===== src/rtl/sset_ram.sv =====
// Generic single-write, single-read RAM with registered read data.
`default_nettype none

module sset_ram #(
   parameter int WIDTH = 8,
   parameter int DEPTH = 256
) (
   input  logic                                       clock,
   input  logic                                       wr_en,
   input  logic [((DEPTH > 1) ? $clog2(DEPTH) : 1)-1:0] wr_addr,
   input  logic [WIDTH-1:0]                           wr_data,
   input  logic [((DEPTH > 1) ? $clog2(DEPTH) : 1)-1:0] rd_addr,
   output logic [WIDTH-1:0]                           rd_data
);
   logic [WIDTH-1:0] mem_ff [DEPTH];
   logic [WIDTH-1:0] rd_data_ff;

   always_ff @(posedge clock) begin
      if (wr_en) begin
         mem_ff[wr_addr] <= wr_data;
      end
      rd_data_ff <= mem_ff[rd_addr];
   end

   assign rd_data = rd_data_ff;

endmodule

`default_nettype wire


===== config.mk =====
export PLATFORM = sky130hd
export DESIGN_NAME = sset_ram
export DESIGN_NICKNAME = d
export VERILOG_FILES = /design/src/rtl/sset_ram.sv
export SDC_FILE = /design/constraint.sdc
export NUM_CORES = 2
export LEC_CHECK = 0
export BUFFER_PORTS_ARGS = -buffer_cell sky130_fd_sc_hd__buf_2
export CAP_MARGIN = 20
export CORE_ASPECT_RATIO = 1.5
export CORE_UTILIZATION = 50
export CTS_CLUSTER_SIZE = 8
export DETAILED_ROUTE_END_ITERATION = 10
export GPL_ROUTABILITY_DRIVEN = 0
export GPL_TIMING_DRIVEN = 0
export PLACE_DENSITY_LB_ADDON = 0.15
export SLEW_MARGIN = 20
export SYNTH_ARGS = -nofsm -noshare
export SYNTH_HDL_FRONTEND = slang
export SYNTH_SLANG_ARGS = --single-unit

===== constraint.sdc =====
create_clock -name clock -period 2.85 [get_ports clock]
set_input_delay 0.1425 -clock clock [delete_from_list [all_inputs] [get_ports clock]]
set_output_delay 0.1425 -clock clock [all_outputs]
set_load 0.02 [all_outputs]

# Yosys cells after proc, flatten, opt, wreduce, memory -nomap -nowiden
# Memory sizes are Yosys's and may differ from the RTL's. A register that Yosys moved wholly into a read port is not among the register bits.
# Cells that the tools add are included.
dict set report classes {
  mux 2
}
# cell n
set op_table {}
lappend op_table {{$mux W1} 2}
dict set report word_totals {
  ff_bits 0
  ram_bits 2048
  inputBits 26
  out_inout_bits 8
  elab_cells 3
  mem_count 1
}
# name depth word_bits read_ports rd_ports_with_merged_regs wr line_no
set memory_table {}
lappend memory_table {mem_ff 256 8 1 1 1 15} ;# logic [WIDTH-1:0] mem_ff [DEPTH];

# Logic depth before layout (Yosys ltp)
dict set report depth {
  depth_word 2
  depth_mapped 11
  ltp_nobuf 6
}

# Least setup slack after synthesis
# No wires, ideal clock.
dict set report synth_timing {
  path_kind {input to register}
  startpoint {input rd_addr[0] (netlist bit)}
  endpoint {register rd_data_ff[2] (netlist: rd_data[2]) (read register of mem_ff)}
  setup_ps 131
  t_arrival_ps 1949
  required_time_ps 2719
  setup_slack_ps 770
  stages 9
  path_buffers 4
  path_cell_list {buf_6 -> buf_12 -> buf_8 -> buf_2 -> mux4_2 -> a22oi_1 -> a21oi_1 -> nor4_1 -> nor4_2}
}
# element line_no
set synth_rtl {}
lappend synth_rtl {{start, declared} 12} ;# input logic [((DEPTH > 1) ? $clog2(DEPTH) : 1)-1:0] rd_addr,
lappend synth_rtl {{end, declared} 16} ;# logic [WIDTH-1:0] rd_data_ff;

==> key figures <==
Yosys
  – Syn avg cell area: 21.3 um2
  – Seq cells post-synth: 2,056
  – Cell taking the most area after synthesis: edfxtp_1
  – Syn Nets: 3,759
  – Most numerous cell in the Yosys netlist: edfxtp_1
  – Top cells by count, synth: edfxtp_1, mux4_2, nor2_1, mux2i_1, a22oi_1
  – Synthesized area: 0.0796 mm2
  – EDFF count, synth: 2,048
  – Area share of the largest cell type after synthesis: 77.3%
  – Ys flop type: edfxtp_1
  – Top cells by area, synth: edfxtp_1, mux4_2, mux2i_1
  – Yosys cell types: 55
  – Synth warnings: 0
  – Mapped Cells: 3,733
  – Post-synth ARST share: 0%
  – Sequential area share after synthesis: 77.5%

Setup path
  – Setup CP Type: in2reg
  – Length in cells of the worst reg-to-reg path: 6
  – Worst Setup EP: rd_data[0]$_DFF_P_
  – Reg-to-reg endpoint: rd_data[6]$_DFF_P_
  – Worst r2r src: mem_ff[82][6]$_DFFE_PP_
  – Worst Path Required: 3.58 ns
  – Worst EP arrival: 3.76 ns
  – Flop-to-flop setup slack: -0.08 ns
  – CP startpoint kind: primary input
  – CP endpoint kind: flip-flop
  – Crit path launch: rd_addr[1]
  – CP Max Fanout: 10

Floorplan
  – Overall die area: 0.161 mm2
  – IO Pins: 34
  – Chip height: 491 um
  – Core area: 0.157 mm2
  – Initial Util: 50.5%
  – Row Count: 178
  – Die Wd: 328 um

Clocking
  – Skew-Pair Late Insertion Delay: 0.94 ns
  – Clock-pin slew on the worst setup and hold paths: 0.05 ns
  – CTS buffer count: 306
  – Clk sinks: 2,056
  – Max clock buf depth: 4
  – H-tree Lvls: 5
  – Root Driver: clkbuf_16
  – CTS tree: done

Final layout
  – Filler cell count: 11.3k
  – FF+latch area: 0.0617 mm2
  – Share of layout cells above drive strength 1: 25.6%
  – Layout Cells excl Fill: 6,206
  – Multi-input gate area: 0.0167 mm2
  – Final #Nets: 4,133
  – Synthesis-to-finish area growth: 15.1%

Power
  – Clock Power Share: 45.7%
  – Seq pwr share: 48.8%
  – Switching share of power: 21.5%
  – Net Sw Power: 14,700 uW
  – Leak pwr: 0.0287 uW
  – Int Pwr: 53,800 uW
  – Worst VDD drop: 596 uV
  – Pwr/cell area: 748 mW/mm2
  – Total power: 68,500 uW
  – Comb power frac: 5.5%

Placement
  – IO Port Bufs: 26
  – Placed insts: 5,861
  – Post-DP HPWL: 170,000 um

Run status
  – Failing checks: negative setup slack
  – Status: finished, violations left

Global routing
  – Overflow after GRT: 0
  – Antenna violations before repair: 13
  – Vias in the first global route: 42.3k
  – Total Routing Usage GR: 31.4%
  – First-pass GRT wire length: 340,000 um
  – Largest net degree at the start of global routing: 122
  – Global routing usage on met1: 36.9%
  – GRT busiest layer: met2
  – M3 GR Usage: 7.25%
  – Routing usage on met2: 51.5%

Routing
  – Vias after detailed routing: 41.7k
  – Post-DR vias/cell: 6.71
  – Iteration-0 DRC count of the detailed router: 5,516
  – Drt wl/cell: 40.3 um
  – Total wire length: 250,000 um
  – 1st-pass router iterations: 6
  – Final routed DRC violation total: 0
  – ANT nets after route: 0

STA
  – Worst Skew: 0.0385 ns
  – RSZ-0062 raised after global routing: yes
  – Slew HR: 22.0%
  – Worst-margin pin slew: 1.17 ns
  – Fmax achieved: 330 MHz
  – Hold_ws: 0.0744 ns
  – Fin crit share: 106%
  – TNS Setup: -3.46 ns
  – Final Max Tran Viols: 0
  – Count of final hold-check violations: 0
  – Setup violations, final: 56
  – Fin crit period: 3.03 ns
  – Final WS setup: -0.177 ns

Run
  – Max-cap viol count: 0

Worst hold path
  – HP Class: in2reg
cells by family after synthesis:
family          Yosys count  share of synthesized area [%]
flops                  2056                           77.5
simple gates            466                           2.63
buf+inv                 235                           1.83
mux                     591                           14.6
compound gates          385                           3.42
what timing repair did:
action	in CTS	in global routing
hold buffers	8	0
pin swaps	1	0
setup endpoints to repair	8	21
cloned	0	0
endpoints found under the hold margin	772	0
setup buffers	2	0
gates resized for setup	69	9
through the flow:
stage	setup WS (ns)	cell area, um2	util, %
final	-0.177	91600	58.2
after global routing	-0.0738	91600	58.2
after CTS	0.000707	91500	58.1
after detailed placement	-1.95	83200	52.9
after global placement	-2.65	82300	52.3
after floorplan	0.770	79600	-
worst min path at each step:
stage,depth (start not counted),slack (ns),end,startpoint
after floorplan,0,0.24,mem_ff[0][0]$_DFFE_PP_,wr_data[0]
after global placement,1,0.56,rd_data[2],rd_data[2]$_DFF_P_
after detailed placement,1,0.54,mem_ff[109][5]$_DFFE_PP_,wr_data[5]
after CTS,3,0.03,mem_ff[212][3]$_DFFE_PP_,wr_addr[6]
after global routing,3,0.11,mem_ff[214][7]$_DFFE_PP_,wr_addr[6]
final,3,0.07,mem_ff[212][0]$_DFFE_PP_,wr_addr[6]
sequential cells by signal, summed over array words and instances, names as in the netlist:
name,flops
mem_ff,2048
rd_data,8
routing by layer:
metal	share of wire, %	vias to the layer above
li1	-	16323
met1	34	22036
met2	50	2582
met3	9.0	704
met4	7.7	10
met5	0.029	-
cell type report:
type	instances	share of cell area (%)
Sequential cell	2056	67.3
Multi-Input combinational cell	1442	18.2
Clock buffer	327	8.61
Tap cell	2070	2.83
Buffer	231	1.71
Timing Repair Buffer	68	1.19
Clock inverter	8	0.0929
Inverter	2	0.00820
Antenna cell	2	0.00547
critical path, cell delays in order:
cell,delay (ns)
buf_2,0.13
buf_4,0.44
buf_2,0.54
clkdlybuf4s15_2,0.65
mux4_2,0.48
a22oi_1,0.22
a21oi_1,0.13
nor4_2,0.78
nor4_2,0.22
power groups by stage:
stage / clock, uW / combinational [uW] / sequential, uW
after floorplan: 0 / 1620 / 34000
after global placement: 0 / 3480 / 34100
after detailed placement: 0 / 3650 / 34000
after CTS: 31400 / 3700 / 33400
after global routing: 32600 / 3800 / 33400
final: 31300 / 3770 / 33400
layout by cell type, fill, tap and decap left out, types with 14 or more instances in the layout:
cell type	count
a21oi_1	95
buf_16	26
nor2_1	276
clkbuf_2	51
buf_8	21
mux4_2	454
o22ai_1	28
nor3_1	14
nor4_2	16
nor2b_1	30
buf_6	21
a211oi_1	16
clkbuf_1	70
edfxtp_1	2048
buf_2	54
mux2i_1	134
a22oi_1	133
buf_4	35
o221ai_1	46
nand3_1	34
clkbuf_16	313
nand2_1	33
No activity file was read; power rests on OpenSTA's default activity.
